$ cat config.mk
export PLATFORM = sky130hd
export DESIGN_NAME = max_priority_queue
export DESIGN_NICKNAME = d
export VERILOG_FILES = /design/src/rtl/core/mpq_pkg.sv /design/src/rtl/core/max_priority_queue.sv /design/src/rtl/core/mpq_store.sv
export SDC_FILE = /design/constraint.sdc
export NUM_CORES = 1
export LEC_CHECK = 0
export BUFFER_PORTS_ARGS = -buffer_cell sky130_fd_sc_hd__buf_2
export CAP_MARGIN = 40
export CORE_MARGIN = 2
export CORE_UTILIZATION = 55
export DETAILED_ROUTE_END_ITERATION = 16
export PLACE_DENSITY = 0.72
export SLEW_MARGIN = 10
export SYNTH_ARGS = -nofsm -noshare
export SYNTH_HDL_FRONTEND = slang
export SYNTH_SLANG_ARGS = --single-unit
$ cat constraint.sdc
create_clock -name clk -period 8.5 [get_ports clk]
set_clock_uncertainty 0.15 [all_clocks]
set_input_delay 0.85 -clock clk [delete_from_list [all_inputs] [get_ports clk]]
set_output_delay 0.85 -clock clk [all_outputs]
set_load 0.01 [all_outputs]
$ cat src/rtl/core/mpq_pkg.sv
`default_nettype none
package mpq_pkg;

  // fixed field widths of the result beat
  localparam int KEY_W        = 32;
  localparam int STATUS_W     = 2;
  localparam int OUT_HANDLE_W = 16;
  localparam int COUNT_W      = 5;

  // command codes
  localparam logic CMD_INSERT = 1'b0;
  localparam logic CMD_REMOVE = 1'b1;

  // result status codes
  typedef enum logic [STATUS_W-1:0] {
    STAT_INSERTED = 2'd0,
    STAT_REMOVED  = 2'd1,
    STAT_EMPTY    = 2'd2,
    STAT_FULL     = 2'd3
  } status_t;

  // sequencer states
  typedef enum logic [1:0] {
    S_IDLE,
    S_SCAN,
    S_PLACE,
    S_POP
  } state_t;

endpackage
`default_nettype wire

$ cat src/rtl/core/max_priority_queue.sv
`default_nettype none
// Max priority queue of CAPACITY entries, each a signed 32-bit key with a
// HANDLE_BITS handle. Every input beat (insert or remove largest) gives exactly
// one result beat with a status, the removed key and handle (zero unless an
// entry was removed) and the entry count afterwards, cut to five bits. Among
// equal keys the newest insert leaves first. An insert on a full queue is
// rejected with the full status and leaves the queue as it was. The entries sit
// in one single-port-read memory in ascending key order, so the largest key is
// always at the top of the occupied range and a remove is one registered read.
// An insert walks down from the top, moving each larger entry up by one slot
// per cycle through the shared key comparator. A full reject, an empty remove
// and an insert into an empty queue finish straight from the idle state. The
// block takes one item at a time; a finished result sits in the output
// register, and the next item is taken in the same cycle the result is
// collected. There is no clearing pass after reset: only occupied slots are
// ever read.
module max_priority_queue #(
  parameter int CAPACITY    = 16,
  parameter int HANDLE_BITS = 16
) (
  input  wire logic                              clk,
  input  wire logic                              rst_n,
  // input channel
  input  wire logic                              in_valid,
  output logic                                   in_ready,
  input  wire logic                              in_cmd,
  input  wire logic [mpq_pkg::KEY_W-1:0]         in_key,
  input  wire logic [HANDLE_BITS-1:0]            in_handle,
  // result channel
  output logic                                   out_valid,
  input  wire logic                              out_ready,
  output logic      [mpq_pkg::STATUS_W-1:0]      out_status,
  output logic      [mpq_pkg::KEY_W-1:0]         out_key,
  output logic      [mpq_pkg::OUT_HANDLE_W-1:0]  out_handle,
  output logic      [mpq_pkg::COUNT_W-1:0]       out_count
);

  import mpq_pkg::*;

  localparam int IDX_W  = $clog2(CAPACITY);
  localparam int CNT_W  = $clog2(CAPACITY + 1);
  localparam int ENTRY_W = KEY_W + HANDLE_BITS;

  // sequencer state
  state_t                 state_r, state_nxt;
  logic [CNT_W-1:0]       count_r, count_nxt;
  logic [IDX_W-1:0]       ptr_r, ptr_nxt;           // slot awaiting a write
  logic [KEY_W-1:0]       key_r;                    // key being inserted
  logic [HANDLE_BITS-1:0] handle_r;

  // result register
  logic                    out_valid_r;
  logic [STATUS_W-1:0]     out_status_r;
  logic [KEY_W-1:0]        out_key_r;
  logic [OUT_HANDLE_W-1:0] out_handle_r;
  logic [COUNT_W-1:0]      out_count_r;

  // result being finished this cycle
  logic                    done;
  status_t                 res_status;
  logic [KEY_W-1:0]        res_key;
  logic [OUT_HANDLE_W-1:0] res_handle;

  // entry memory port
  logic               mem_we, mem_re;
  logic [IDX_W-1:0]   mem_waddr, mem_raddr;
  logic [ENTRY_W-1:0] mem_wdata, mem_rdata;

  logic                   in_fire;
  logic [KEY_W-1:0]       rd_key;
  logic [HANDLE_BITS-1:0] rd_handle;
  logic                   rd_gt;                    // stored key beats new key
  logic [ENTRY_W-1:0]     new_entry;

  mpq_store #(
    .DEPTH (CAPACITY),
    .WIDTH (ENTRY_W)
  ) u_store (
    .clk   (clk),
    .we    (mem_we),
    .waddr (mem_waddr),
    .wdata (mem_wdata),
    .re    (mem_re),
    .raddr (mem_raddr),
    .rdata (mem_rdata)
  );

  // one item at a time, and only with the result slot free or being emptied
  assign in_ready = (state_r == S_IDLE) && (!out_valid_r || out_ready);
  assign in_fire  = in_valid && in_ready;

  assign rd_key    = mem_rdata[ENTRY_W-1 -: KEY_W];
  assign rd_handle = mem_rdata[HANDLE_BITS-1:0];
  // shared comparator: strictly greater keeps the newest equal key on top
  assign rd_gt     = $signed(rd_key) > $signed(key_r);
  assign new_entry = {key_r, handle_r};

  always_comb begin
    state_nxt  = state_r;
    count_nxt  = count_r;
    ptr_nxt    = ptr_r;
    done       = 1'b0;
    res_status = STAT_INSERTED;
    res_key    = '0;
    res_handle = '0;
    mem_we     = 1'b0;
    mem_waddr  = ptr_r;
    mem_wdata  = new_entry;
    mem_re     = 1'b0;
    mem_raddr  = IDX_W'(count_r - CNT_W'(1));

    unique case (state_r)
      S_IDLE: begin
        if (in_fire) begin
          if (in_cmd == CMD_INSERT) begin
            if (count_r == CNT_W'(CAPACITY)) begin
              done       = 1'b1;
              res_status = STAT_FULL;
            end else if (count_r == '0) begin
              // first entry goes straight to the bottom slot
              mem_we     = 1'b1;
              mem_waddr  = '0;
              mem_wdata  = {in_key, in_handle};
              done       = 1'b1;
              res_status = STAT_INSERTED;
              count_nxt  = count_r + CNT_W'(1);
            end else begin
              // fetch the top entry and start walking down
              mem_re    = 1'b1;
              ptr_nxt   = IDX_W'(count_r);
              state_nxt = S_SCAN;
            end
          end else begin
            if (count_r == '0) begin
              done       = 1'b1;
              res_status = STAT_EMPTY;
            end else begin
              mem_re    = 1'b1;
              state_nxt = S_POP;
            end
          end
        end
      end

      S_SCAN: begin
        mem_we    = 1'b1;
        mem_waddr = ptr_r;
        if (rd_gt) begin
          // larger entry moves up one slot
          mem_wdata = mem_rdata;
          ptr_nxt   = ptr_r - IDX_W'(1);
          if (ptr_r == IDX_W'(1)) begin
            state_nxt = S_PLACE;
          end else begin
            mem_re    = 1'b1;
            mem_raddr = ptr_r - IDX_W'(2);
          end
        end else begin
          mem_wdata  = new_entry;
          done       = 1'b1;
          res_status = STAT_INSERTED;
          count_nxt  = count_r + CNT_W'(1);
          state_nxt  = S_IDLE;
        end
      end

      S_PLACE: begin
        // every stored key was larger: new entry takes the bottom slot
        mem_we     = 1'b1;
        mem_waddr  = '0;
        mem_wdata  = new_entry;
        done       = 1'b1;
        res_status = STAT_INSERTED;
        count_nxt  = count_r + CNT_W'(1);
        state_nxt  = S_IDLE;
      end

      S_POP: begin
        done       = 1'b1;
        res_status = STAT_REMOVED;
        res_key    = rd_key;
        res_handle = OUT_HANDLE_W'(rd_handle);
        count_nxt  = count_r - CNT_W'(1);
        state_nxt  = S_IDLE;
      end

      default: begin
        state_nxt = S_IDLE;
      end
    endcase
  end

  // control state
  always_ff @(posedge clk) begin
    if (!rst_n) begin
      state_r     <= S_IDLE;
      count_r     <= '0;
      ptr_r       <= '0;
      out_valid_r <= 1'b0;
    end else begin
      state_r <= state_nxt;
      count_r <= count_nxt;
      ptr_r   <= ptr_nxt;
      if (done) begin
        out_valid_r <= 1'b1;
      end else if (out_ready) begin
        out_valid_r <= 1'b0;
      end
    end
  end

  // payload registers
  always_ff @(posedge clk) begin
    if (in_fire) begin
      key_r    <= in_key;
      handle_r <= in_handle;
    end
    if (done) begin
      out_status_r <= res_status;
      out_key_r    <= res_key;
      out_handle_r <= res_handle;
      out_count_r  <= COUNT_W'(count_nxt);
    end
  end

  assign out_valid  = out_valid_r;
  assign out_status = out_status_r;
  assign out_key    = out_key_r;
  assign out_handle = out_handle_r;
  assign out_count  = out_count_r;

`ifndef SYNTH
  // occupancy never passes the capacity
  a_count_bound: assert property (@(posedge clk) disable iff (!rst_n)
    count_r <= CNT_W'(CAPACITY))
    else $error("entry count above capacity");

  // the walk stays inside the occupied range plus the free slot above it
  a_scan_range: assert property (@(posedge clk) disable iff (!rst_n)
    (state_r == S_SCAN) |-> (ptr_r != '0 && CNT_W'(ptr_r) <= count_r))
    else $error("insert walk left the occupied range");

  // a completed insert adds exactly one entry
  a_insert_count: assert property (@(posedge clk) disable iff (!rst_n)
    (done && res_status == STAT_INSERTED) |=> (count_r == $past(count_r) + CNT_W'(1)))
    else $error("insert did not grow the queue by one");

  // a remove that finds nothing reports zero entries and zero payload
  a_empty_result: assert property (@(posedge clk) disable iff (!rst_n)
    (out_valid_r && out_status_r == STAT_EMPTY) |->
      (out_count_r == '0 && out_key_r == '0 && out_handle_r == '0))
    else $error("empty remove reported data");
`endif

endmodule
`default_nettype wire

$ cat src/rtl/core/mpq_store.sv
`default_nettype none
module mpq_store #(
  parameter int DEPTH  = 16,
  parameter int WIDTH  = 48,
  parameter int ADDR_W = $clog2(DEPTH)
) (
  input  wire logic              clk,
  input  wire logic              we,
  input  wire logic [ADDR_W-1:0] waddr,
  input  wire logic [WIDTH-1:0]  wdata,
  input  wire logic              re,
  input  wire logic [ADDR_W-1:0] raddr,
  output logic      [WIDTH-1:0]  rdata
);

  logic [WIDTH-1:0] mem [DEPTH];

  always_ff @(posedge clk) begin
    if (we) begin
      mem[waddr] <= wdata;
    end
  end

  // registered read port
  always_ff @(posedge clk) begin
    if (re) begin
      rdata <= mem[raddr];
    end
  end

endmodule
`default_nettype wire

Word-level counts from Yosys, hierarchy flattened:

Memories as Yosys holds them, arrays and structs flattened. A register that Yosys moved wholly into a read port is not among the register bits.
Cells that the tools add are included.

* add/subtract/negate cells: 4
* magnitude comparators: 1
* eq/ne operators: 12
* mux-type cells: 60
* reduce and logical (&&, ||, !) cells: 12

Operator list (number)
* 48-bit 2-to-1 mux: 5
* 48-bit one-hot mux with 2 select lines: 1
* 4-bit 2-to-1 mux: 12
* 32-bit > comparator: 1
* 5-bit 2-to-1 mux: 5
* 2-bit 2-to-1 mux: 11
* 5-bit one-hot mux with 4 select lines: 1
* 1-bit 2-to-1 mux: 18
* 4-bit one-hot mux with 2 select lines: 2
* 2-bit one-hot mux with 3 select lines: 2
* 2-bit inequality test (second input constant): 5
* 3-bit inequality test (second input constant): 2
* 6-bit AND reduction: 1
* 5-bit by 1-bit adder with 5-bit output (second input constant): 1
* 5-bit equality test (second input constant): 1
* 5-bit zero test: 1
* 5-bit by 1-bit subtractor with 5-bit output (second input constant): 1
* 2-bit equality test (second input constant): 2
* 4-bit by 1-bit equality test with 1-bit output (second input constant): 1
* 1-bit one-hot mux with 2 select lines: 2
* 4-bit AND reduction: 1
* 2-bit nonzero test: 2
* 2-bit OR reduction: 2
* 4-bit by 1-bit subtractor with 4-bit output (second input constant): 1
* other kinds (7): 8

* register bits after elaboration: 115
* bits in writable memories: 768
* bits of input ports: 53
* output and inout bits: 57
* logic and storage cells: 100
* memories kept: 1

Memories
* u_store.mem: words 16, bits a word 48, read ports 1, clocked after memory_dff 1, wr ports 1, RTL line mpq_store.sv:16 `logic [WIDTH-1:0] mem [DEPTH];`

Logic depth before layout (Yosys ltp):

Gate-level depths: netlist of the first run.

* depth after elaboration: 8
* depth in mapped cells: 15
* depth with buffers taken out: 12

Modules after synthesis:

A second synthesis of the first run with hierarchy kept.

* cells, all modules: 1889
* area, all modules: 37154.4 sq um

By module, submodules not included
* mpq_store: instances 1, cells an instance 1242, area each 30171.4 sq um, sequential area each 24503.5 sq um
* max_priority_queue: instances 1, cells an instance 647, area each 6982.9 sq um, sequential area each 3333.2 sq um

Worst setup path after synthesis of the first run:

OpenSTA, ideal clock, no wires.

* path type: input to register
* start point: input port out_ready
* end point: memory u_store.mem[12][0], enable pin
* library setup time: 0.454 ns
* arrival time: 5.852 ns
* required time: 7.896 ns
* setup slack: 2.044 ns
* stages: 8
* buffers on the path: 2
* path through: nand2b_1 -> and3_1 -> clkbuf_1 -> nand2_1 -> nor3_1 -> clkbuf_1 -> o21ai_0 -> nor2_1

* word-level cells in the longest chain between the ends: 7
* elaborated cells between the ends (all ways): 9
* classes of those cells: mux: 6; reduce/logical: 3

Ends and longest elaborated chain
* start: declaration: RTL line max_priority_queue.sv:31 `input wire logic out_ready,`
* 1-bit logical OR *: RTL line max_priority_queue.sv:89 `assign in_ready = (state_r == S_IDLE) && (!out_valid_r || out_ready);`
* 1-bit logical AND *: RTL line max_priority_queue.sv:89
* 1-bit logical AND *: RTL line max_priority_queue.sv:90 `assign in_fire = in_valid && in_ready;`
* via in_fire: RTL line max_priority_queue.sv:69 `logic in_fire;`
* 1-bit 2-to-1 mux: RTL line max_priority_queue.sv:114 `if (in_fire) begin`
* 1-bit one-hot mux with 2 select lines: RTL line max_priority_queue.sv:112 `unique case (state_r)`
* 1-bit 2-to-1 mux: RTL line mpq_store.sv:19 `if (we) begin`
* 1-bit 2-to-1 mux (implied by the code): RTL line mpq_store.sv:20 `mem[waddr] <= wdata;`
* end: declaration: RTL line mpq_store.sv:16

The timed path passes the listed nets; every way through them passes the cells marked *.

Final worst setup path of the first run:

* start point: register u_store.rdata[47] (read register of u_store.mem)
* end point: register u_store.rdata[19] (read register of u_store.mem), data pin

* word-level cells in the longest chain between the ends: 3
* elaborated cells between the ends (all ways): 5
* classes of those cells: order compare: 1; mux: 4

Ends and longest elaborated chain
* start: declaration: RTL line mpq_store.sv:13 `output logic [WIDTH-1:0] rdata`
* 32-bit > comparator *: RTL line max_priority_queue.sv:95 `assign rd_gt = $signed(rd_key) > $signed(key_r);`
* 1-bit 2-to-1 mux / 4-bit 2-to-1 mux (equally long branches): RTL line max_priority_queue.sv:148 `if (rd_gt) begin`
* 1-bit one-hot mux with 2 select lines / 4-bit 2-to-1 mux (equally long branches): RTL line max_priority_queue.sv:112

Mark *: on every way between the ends. The rest lies on a longest branch, timed or not.
A chain may end at the register's enable or synchronous reset.

==> results of run 1 <==
## cells by family after synthesis
family          synth area share
simple gates              0.0368
xor+xnor                 0.00163
buf+inv                   0.0250
compound gates            0.0796
mux                        0.103
fa+ha+maj                 0.0140
flops                      0.740
## routing by layer
metal | routed length [microns] | up-vias | global-route usage
met5 | 0 | - | 0
met4 | 2890 | 0 | 0.101
met3 | 10900 | 195 | 0.0540
met2 | 44200 | 1298 | 0.416
met1 | 37900 | 11200 | 0.384
li1 | - | 9511 | -
## flip-flops by register name, indices dropped and copies added, names as in the netlist, 4 cells and up
signal         cells
out_count          5
u_store.rdata     48
handle_r          16
out_key           32
out_handle        16
count_r            5
ptr_r              4
u_store.mem      768
key_r             32
## power breakdown
group,switching [uW],total (uW),internal (uW)
clock,1710,3960,2260
combinational,3060,4520,1460
sequential,250,6980,6730
## synthesized netlist by cell type, types with 5 or more instances
master      n
o22ai_1   193
ha_1       42
a21oi_1   218
nand4_1     6
inv_1      44
dfxtp_1    12
mux2i_1   385
nand3_1    13
nor2_1     87
o21ai_0    62
and2_1     55
nand2_1    27
buf_4      36
or4_1      48
a22oi_2     8
clkbuf_1   48
nor3_1      9
buf_2      36
buf_6      11
xnor2_1     5
edfxtp_1  919
## cell usage in the layout, fill, tap and decap left out, drive strengths merged, types with 9 or more instances in the layout
| cell type | netlist | routed |
|---|---|---|
| ha | 42 | 42 |
| mux2i | 385 | 385 |
| nor3 | 9 | 9 |
| nor2 | 87 | 87 |
| inv | 44 | 47 |
| nand3 | 13 | 13 |
| or4 | 48 | 48 |
| nand2 | 27 | 27 |
| and2 | 55 | 55 |
| o21ai | 63 | 63 |
| edfxtp | 919 | 919 |
| o22ai | 193 | 193 |
| a21oi | 218 | 218 |
| clkbuf | 48 | 117 |
| dfxtp | 12 | 12 |
| buf | 86 | 207 |
| clkinv | 2 | 37 |
## worst max-delay path, cell delays in order (launching register included)
cell and delay, ns:
edfxtp_1 0.43, ha_1 0.51, nand4_1 0.27, nor4_1 0.46
clkbuf_2 0.25, o41a_1 0.19, or3_4 0.14, a21o_4 0.25
mux2i_4 0.44, buf_4 0.62, buf_4 0.65, mux2i_1 0.33
o22ai_1 0.14, or4_1 0.53
## worst paths after layout
path	start	endpoint	slack [ns]	cells past startpoint
worst min-delay path	in_handle[3]	handle_r[3]	0.26	1
worst max-delay path	u_store.rdata[47]	u_store.rdata[19]	2.84	13
worst min register to register	ptr_r[1]	ptr_r[1]	0.41	2
worst max register to register	u_store.rdata[47]	u_store.rdata[19]	2.84	13
## layout make-up
cell class | instances | area [sq um]
clock inverters | 53 | 493
repair buffers | 209 | 1560
fillers | 4635 | 24800
clock buffers | 115 | 2440
well taps | 873 | 1090
inverters | 46 | 173
multi-input cells | 1209 | 9010
flip-flops and latches | 931 | 27800
## stage by stage
stage | setup WS [ns] | instance area [sq um] | power (uW) | cells | util
finish | 2.84 | 42600 | 15500 | 3436 | 0.632
floorplan | 2.04 | 37600 | 9770 | 2320 | -
CTS | 2.63 | 42500 | 15400 | 3425 | 0.631
detailed placement | 2.73 | 39600 | 11400 | 3257 | 0.587
global route | 2.70 | 42600 | 16000 | 3436 | 0.632
global placement | 2.87 | 39000 | 11100 | 3214 | 0.579
==> flow_summary.html, run 1 <==
<table>
<tr><th>Metric</th><th>Value</th></tr>
<tr><th colspan="2">Timing</th></tr>
<tr><td>Slew headroom</td><td>0.333</td></tr>
<tr><td>Time the final worst path needs with I/O delays and setup</td><td>around 5.7 ns</td></tr>
<tr><td>Number of pins exceeding their max-slew limit in the final report</td><td>0</td></tr>
<tr><td>Unrepaired setup endpoints after global routing</td><td>no</td></tr>
<tr><td>Final setup violation count</td><td>0</td></tr>
<tr><td>Worst hold margin</td><td>around 0.26 ns</td></tr>
<tr><td>Final total negative setup slack</td><td>0 ns</td></tr>
<tr><td>Count of final hold-check violations</td><td>0</td></tr>
<tr><td>Worst Tran Pin Value</td><td>1.00 ns</td></tr>
<tr><td>Max frequency</td><td>approximately 0.18 GHz</td></tr>
<tr><td>Ratio of final minimum period to clock period</td><td>0.665</td></tr>
<tr><th colspan="2">Worst setup path</th></tr>
<tr><td>Largest fanout on the critical path</td><td>37</td></tr>
<tr><td>Kind of end point of the critical path</td><td>flop</td></tr>
<tr><td>Critical path arrival</td><td>5.89 ns</td></tr>
<tr><td>Nature of the critical path startpoint</td><td>flop</td></tr>
<tr><td>Category of the most critical setup path</td><td>flop to flop</td></tr>
<tr><td>Required arrival time at the worst endpoint</td><td>around 8.7 ns</td></tr>
<tr><th colspan="2">Clock network</th></tr>
<tr><td>Post-CTS Setup Bufs</td><td>0</td></tr>
<tr><td>Post-cts repair resize count</td><td>0</td></tr>
<tr><td>TritonCTS clock tree</td><td>yes</td></tr>
<tr><td>Maximum buffer depth of the clock tree</td><td>3</td></tr>
<tr><td>Insertion delay to the later sink of the worst-skew pair</td><td>between 0.6 and 0.7 ns</td></tr>
<tr><td>Number of hold buffers added after cts</td><td>0</td></tr>
<tr><td>H-Tree Level Count</td><td>3</td></tr>
<tr><td>Clock buffer count from CTS</td><td>between 90 and 100</td></tr>
<tr><td>Sinks on the clock net</td><td>between 900 and 1000</td></tr>
<tr><td>CTS clk-pin slew, worst paths</td><td>about 0.070 ns</td></tr>
<tr><td>Clock Root Buffer</td><td>clkbuf_16</td></tr>
<tr><th colspan="2">Route</th></tr>
<tr><td>DRC Markers</td><td>0</td></tr>
<tr><td>TritonRoute pass-1 iters</td><td>5</td></tr>
<tr><td>DR iter-0 viols</td><td>about 3000</td></tr>
<tr><td>Vias after detailed routing</td><td>around 22000</td></tr>
<tr><td>Number of routed nets with antenna violations</td><td>0</td></tr>
<tr><td>Wire length per cell</td><td>around 28 microns</td></tr>
<tr><td>Total routed wirelength</td><td>approximately 96000 microns</td></tr>
<tr><td>Via density per instance</td><td>about 6.5</td></tr>
<tr><th colspan="2">Floorplan</th></tr>
<tr><td>Area of the core</td><td>67400 sq um</td></tr>
<tr><td>Die width</td><td>265 microns</td></tr>
<tr><td>Cell row count</td><td>95</td></tr>
<tr><td>Die H</td><td>between 200 and 300 microns</td></tr>
<tr><td>Effective utilization at floorplan</td><td>0.558</td></tr>
<tr><td>Die area</td><td>around 70000 sq um</td></tr>
<tr><td>Boundary Pins</td><td>between 100 and 150</td></tr>
<tr><th colspan="2">Cells and area</th></tr>
<tr><td>Number of diodes</td><td>0</td></tr>
<tr><td>Layout cells sized above 1</td><td>0.150</td></tr>
<tr><td>Syn-to-layout area delta</td><td>13.3%</td></tr>
<tr><td>Number of nets in the final layout</td><td>around 2600</td></tr>
<tr><th colspan="2">Synthesis</th></tr>
<tr><td>Main flop type after synthesis</td><td>edfxtp_1</td></tr>
<tr><td>Synthesized netlist cell count</td><td>between 2000 and 2500</td></tr>
<tr><td>Most area-hungry cell type in the Yosys netlist</td><td>edfxtp_1</td></tr>
<tr><td>Post-synthesis cell area</td><td>between 30000 and 40000 sq um</td></tr>
<tr><td>Number of synthesized flops with an enable pin</td><td>roughly 900</td></tr>
<tr><td>Synthesized flop and latch total</td><td>between 900 and 1000</td></tr>
<tr><td>Synth top area cells</td><td>edfxtp_1 73%, mux2i_1 10%, o22ai_1 3.2%</td></tr>
<tr><td>Number of warnings issued by yosys</td><td>0</td></tr>
<tr><td>Post-synth cell types</td><td>55</td></tr>
<tr><td>Top cell type's share of synthesized area</td><td>0.734</td></tr>
<tr><td>Sequential share of the synthesized area</td><td>0.740</td></tr>
<tr><td>Proportion of register bits with asynchronous set or reset after synthesis</td><td>0</td></tr>
<tr><td>Post-Syn Nets</td><td>about 2400</td></tr>
<tr><td>Avg Inst Size Synth</td><td>roughly 16 sq um</td></tr>
<tr><th colspan="2">Placement</th></tr>
<tr><td>Routability cong.</td><td>~0.82</td></tr>
<tr><td>Buffers added on ports</td><td>between 100 and 150</td></tr>
<tr><td>Detailed Place HPWL</td><td>between 50000 and 60000 microns</td></tr>
<tr><th colspan="2">Flow run</th></tr>
<tr><td>Number of max-cap violations</td><td>0</td></tr>
<tr><th colspan="2">Run status</th></tr>
<tr><td>Outcome</td><td>complete, no violations</td></tr>
<tr><th colspan="2">Power and ir drop</th></tr>
<tr><td>Power per standard cell area</td><td>between 300 and 400 nW/um^2</td></tr>
<tr><td>Max VDD drop</td><td>0.222 mV</td></tr>
<tr><td>LEAKAGE</td><td>approximately 0.014 uW</td></tr>
<tr><th colspan="2">Global routing</th></tr>
<tr><td>Antenna violations before repair</td><td>1</td></tr>
<tr><td>Number of global-route vias before repair</td><td>21400</td></tr>
<tr><td>Total routing resource utilization after global routing</td><td>0.270</td></tr>
<tr><td>First-pass GRT wire length</td><td>138000 microns</td></tr>
<tr><td>Remaining global-route overflow</td><td>0</td></tr>
<tr><td>Largest net degree at the start of global routing</td><td>between 100 and 150</td></tr>
<tr><th colspan="2">Worst hold path</th></tr>
<tr><td>Path category of the worst min-delay check</td><td>input pin to flop</td></tr>
</table>
Note: power is estimated with default switching activity, not from simulation.
==> inputs of run 2 (changes only) <==
Clock period 8.5 ns to 5.5 ns, I/O delays scaled along.
==> flow_summary.html, run 2 (same netlist as run 1, synthesis figures left out) <==
<table>
<tr><th>Metric</th><th>Value</th></tr>
<tr><th colspan="2">Cells and area</th></tr>
<tr><td>Syn-to-layout area delta</td><td>14.7%</td></tr>
<tr><td>Total non-filler cell area in the finished layout</td><td>43100 sq um (+1.2%)</td></tr>
<tr><td>Number of nets in the final layout</td><td>2641 (+2.2%)</td></tr>
<tr><td>Most common library cell in the layout ignoring fill and taps</td><td>edfxtp_1</td></tr>
<tr><td>Most frequent cells in the layout</td><td>919 x edfxtp_1, 384 x mux2i_1, 218 x a21oi_1</td></tr>
<tr><td>Registers with the most flip-flops</td><td>u_store.mem: 768 flops, u_store.rdata: 48 flops</td></tr>
<tr><td>Flip-flop count of the largest register, all copies and words added</td><td>768 (unchanged)</td></tr>
<tr><td>Layout cells sized above 1</td><td>0.152 (+0.00232)</td></tr>
<tr><td>Number of diodes</td><td>0 (unchanged)</td></tr>
<tr><td>Most flops, register</td><td>u_store.mem</td></tr>
<tr><td>Cell Count, Final, Fillers Out</td><td>3489 (+1.5%)</td></tr>
<tr><th colspan="2">Timing</th></tr>
<tr><td>Number of pins exceeding their max-slew limit in the final report</td><td>0 (unchanged)</td></tr>
<tr><td>Final total negative setup slack</td><td>0 ns (unchanged)</td></tr>
<tr><td>Count of final hold-check violations</td><td>0 (unchanged)</td></tr>
<tr><td>Worst hold margin</td><td>0.0347 ns (-0.221 ns)</td></tr>
<tr><td>Max frequency</td><td>0.205 GHz (+16%)</td></tr>
<tr><td>Slew headroom</td><td>0.352 (+0.0191)</td></tr>
<tr><td>Worst Tran Pin Value</td><td>0.972 ns (-0.0286 ns)</td></tr>
<tr><td>Unrepaired setup endpoints after global routing</td><td>no</td></tr>
<tr><td>Time the final worst path needs with I/O delays and setup</td><td>4.88 ns (-0.775 ns)</td></tr>
<tr><td>Ratio of final minimum period to clock period</td><td>0.887 (+0.222)</td></tr>
<tr><td>Final setup violation count</td><td>0 (unchanged)</td></tr>
<tr><th colspan="2">Clock network</th></tr>
<tr><td>Clock buffer count from CTS</td><td>90 (-1.1%)</td></tr>
<tr><td>Post-cts repair resize count</td><td>0 (unchanged)</td></tr>
<tr><td>Maximum buffer depth of the clock tree</td><td>3 (unchanged)</td></tr>
<tr><td>H-Tree Level Count</td><td>3 (unchanged)</td></tr>
<tr><td>Insertion delay to the later sink of the worst-skew pair</td><td>0.65 ns (about the same)</td></tr>
<tr><td>TritonCTS clock tree</td><td>yes</td></tr>
<tr><td>Post-CTS Setup Bufs</td><td>0 (unchanged)</td></tr>
<tr><td>Clock Root Buffer</td><td>clkbuf_16</td></tr>
<tr><td>CTS clk-pin slew, worst paths</td><td>0.06 ns (about the same)</td></tr>
<tr><td>Sinks on the clock net</td><td>931 (unchanged)</td></tr>
<tr><th colspan="2">Power and ir drop</th></tr>
<tr><td>Switching Fraction</td><td>0.322 (-0.00154)</td></tr>
<tr><td>Logic pwr share</td><td>0.297 (+0.005)</td></tr>
<tr><td>Total net switching power</td><td>7730 uW (+54%)</td></tr>
<tr><td>Sequential share of power</td><td>0.450 (-0.002)</td></tr>
<tr><td>Power per standard cell area</td><td>556 nW/um^2 (+53%)</td></tr>
<tr><td>Clock power frac</td><td>0.253 (-0.003)</td></tr>
<tr><td>Max VDD drop</td><td>0.349 mV (+57%)</td></tr>
<tr><td>LEAKAGE</td><td>0.0143 uW (+1.8%)</td></tr>
<tr><td>Internal power contribution</td><td>16300 uW (+55%)</td></tr>
<tr><td>Post-layout total power</td><td>24000 uW (+55%)</td></tr>
<tr><th colspan="2">Worst setup path</th></tr>
<tr><td>Required arrival time at the worst endpoint</td><td>5.72 ns (-3.01 ns)</td></tr>
<tr><td>Critical path arrival</td><td>5.10 ns (-0.79 ns)</td></tr>
<tr><td>Largest fanout on the critical path</td><td>64 (+73%)</td></tr>
<tr><td>Kind of end point of the critical path</td><td>flop</td></tr>
<tr><td>Nature of the critical path startpoint</td><td>flop</td></tr>
<tr><td>Category of the most critical setup path</td><td>flop to flop</td></tr>
<tr><th colspan="2">Route</th></tr>
<tr><td>TritonRoute pass-1 iters</td><td>6 (+1)</td></tr>
<tr><td>Via density per instance</td><td>6.45 (about the same)</td></tr>
<tr><td>DR iter-0 viols</td><td>2940 (-1.5%)</td></tr>
<tr><td>DRC Markers</td><td>0 (unchanged)</td></tr>
<tr><td>Number of routed nets with antenna violations</td><td>0 (unchanged)</td></tr>
<tr><td>Vias after detailed routing</td><td>22500 (+1.5%)</td></tr>
<tr><td>Wire length per cell</td><td>28.2 microns (+0.99%)</td></tr>
<tr><td>Total routed wirelength</td><td>98300 microns (+2.5%)</td></tr>
<tr><th colspan="2">Placement</th></tr>
<tr><td>Routability cong.</td><td>0.861 (+4.8%)</td></tr>
<tr><td>Detailed Place HPWL</td><td>50600 microns (-0.62%)</td></tr>
<tr><td>Buffers added on ports</td><td>109 (unchanged)</td></tr>
<tr><td>Post-place instance area</td><td>39800 sq um (+0.54%)</td></tr>
<tr><td>Placed Cells</td><td>3282 (+0.77%)</td></tr>
<tr><th colspan="2">Floorplan</th></tr>
<tr><td>Die area</td><td>70500 sq um (unchanged)</td></tr>
<tr><td>Die width</td><td>265 microns (unchanged)</td></tr>
<tr><td>Area of the core</td><td>67400 sq um (unchanged)</td></tr>
<tr><td>Boundary Pins</td><td>110 (unchanged)</td></tr>
<tr><td>Cell row count</td><td>95 (unchanged)</td></tr>
<tr><td>Die H</td><td>265 microns (unchanged)</td></tr>
<tr><td>Effective utilization at floorplan</td><td>0.558 (unchanged)</td></tr>
<tr><th colspan="2">Global routing</th></tr>
<tr><td>Antenna violations before repair</td><td>1 (unchanged)</td></tr>
<tr><td>First-pass GRT wire length</td><td>143000 microns (+3.1%)</td></tr>
<tr><td>Number of global-route vias before repair</td><td>21800 (+1.4%)</td></tr>
<tr><td>Remaining global-route overflow</td><td>0 (unchanged)</td></tr>
<tr><td>Total routing resource utilization after global routing</td><td>0.278 (+0.00835)</td></tr>
<tr><td>Largest net degree at the start of global routing</td><td>82 (-27%)</td></tr>
<tr><th colspan="2">Worst hold path</th></tr>
<tr><td>Path category of the worst min-delay check</td><td>input pin to flop</td></tr>
<tr><th colspan="2">Flow run</th></tr>
<tr><td>Number of max-cap violations</td><td>0 (unchanged)</td></tr>
<tr><th colspan="2">Run status</th></tr>
<tr><td>Outcome</td><td>complete, no violations</td></tr>
</table>
-- run 2: path summary, 6_finish.rpt --
check                           slack (ns)                 to         startpoint  depth (start not counted)
worst max-delay path                  0.62  u_store.rdata[15]  u_store.rdata[24]                         13
worst min-delay path                  0.03          key_r[15]         in_key[15]                          1
worst max register to register        0.62  u_store.rdata[15]  u_store.rdata[24]                         13
worst min register to register        0.39           ptr_r[2]           ptr_r[2]                          2
-- run 2: area by class of cell --
class,instances,area (sq um)
inverter,46,173
fill,4652,24300
clock inverter,52,504
clock buffer,110,2380
sequential,931,27800
timing repair buffer,268,2140
multi-input combinational,1209,9000
tap,873,1090
-- run 2: power by group through the flow --
stage | Clock [uW] | Combinational, uW | Sequential [uW]
finish | 6070 | 7130 | 10800
global route | 6410 | 7670 | 10800
CTS | 6130 | 7040 | 10800
detailed placement | 0 | 6980 | 10900
global placement | 0 | 6650 | 10900
floorplan | 0 | 4170 | 10900
-- run 2: timing repair --
action                                  4_1_cts  5_1_grt
hold buffers                                 43        0
endpoints found under the hold margin        43        0
endpoints found under the setup margin        0        0
-- run 2: layer usage --
| layer | up-vias | wire length [microns] | share of wire | GRT usage |
|---|---|---|---|---|
| li1 | 9632 | - | - | - |
| met1 | 11400 | 39700 | 0.40 | 0.406 |
| met2 | 1318 | 45400 | 0.46 | 0.430 |
| met3 | 190 | 10400 | 0.11 | 0.0455 |
| met4 | 0 | 2950 | 0.030 | 0.0957 |
| met5 | - | 0 | 0 | 0 |
-- run 2: worst max-delay path, cell delays in order, from the launching register on --
cell      delay [ns]
edfxtp_1        0.48
ha_1            0.34
nand4_1         0.24
nor4_1          0.65
a21boi_1        0.24
o41a_1          0.17
or3_4           0.14
a21o_4          0.24
mux2i_4         0.30
buf_4           0.20
buf_12          0.36
mux2i_1         0.33
o22ai_1         0.15
or4_1           0.53
-- run 2: through the flow --
step            util  setup WS [ns]
5_1_grt        0.640          0.474
2_1_floorplan      -         -0.771
3_5_place_dp   0.591          0.650
3_3_place_gp   0.589          0.658
4_1_cts        0.640          0.605
6_report       0.640          0.620
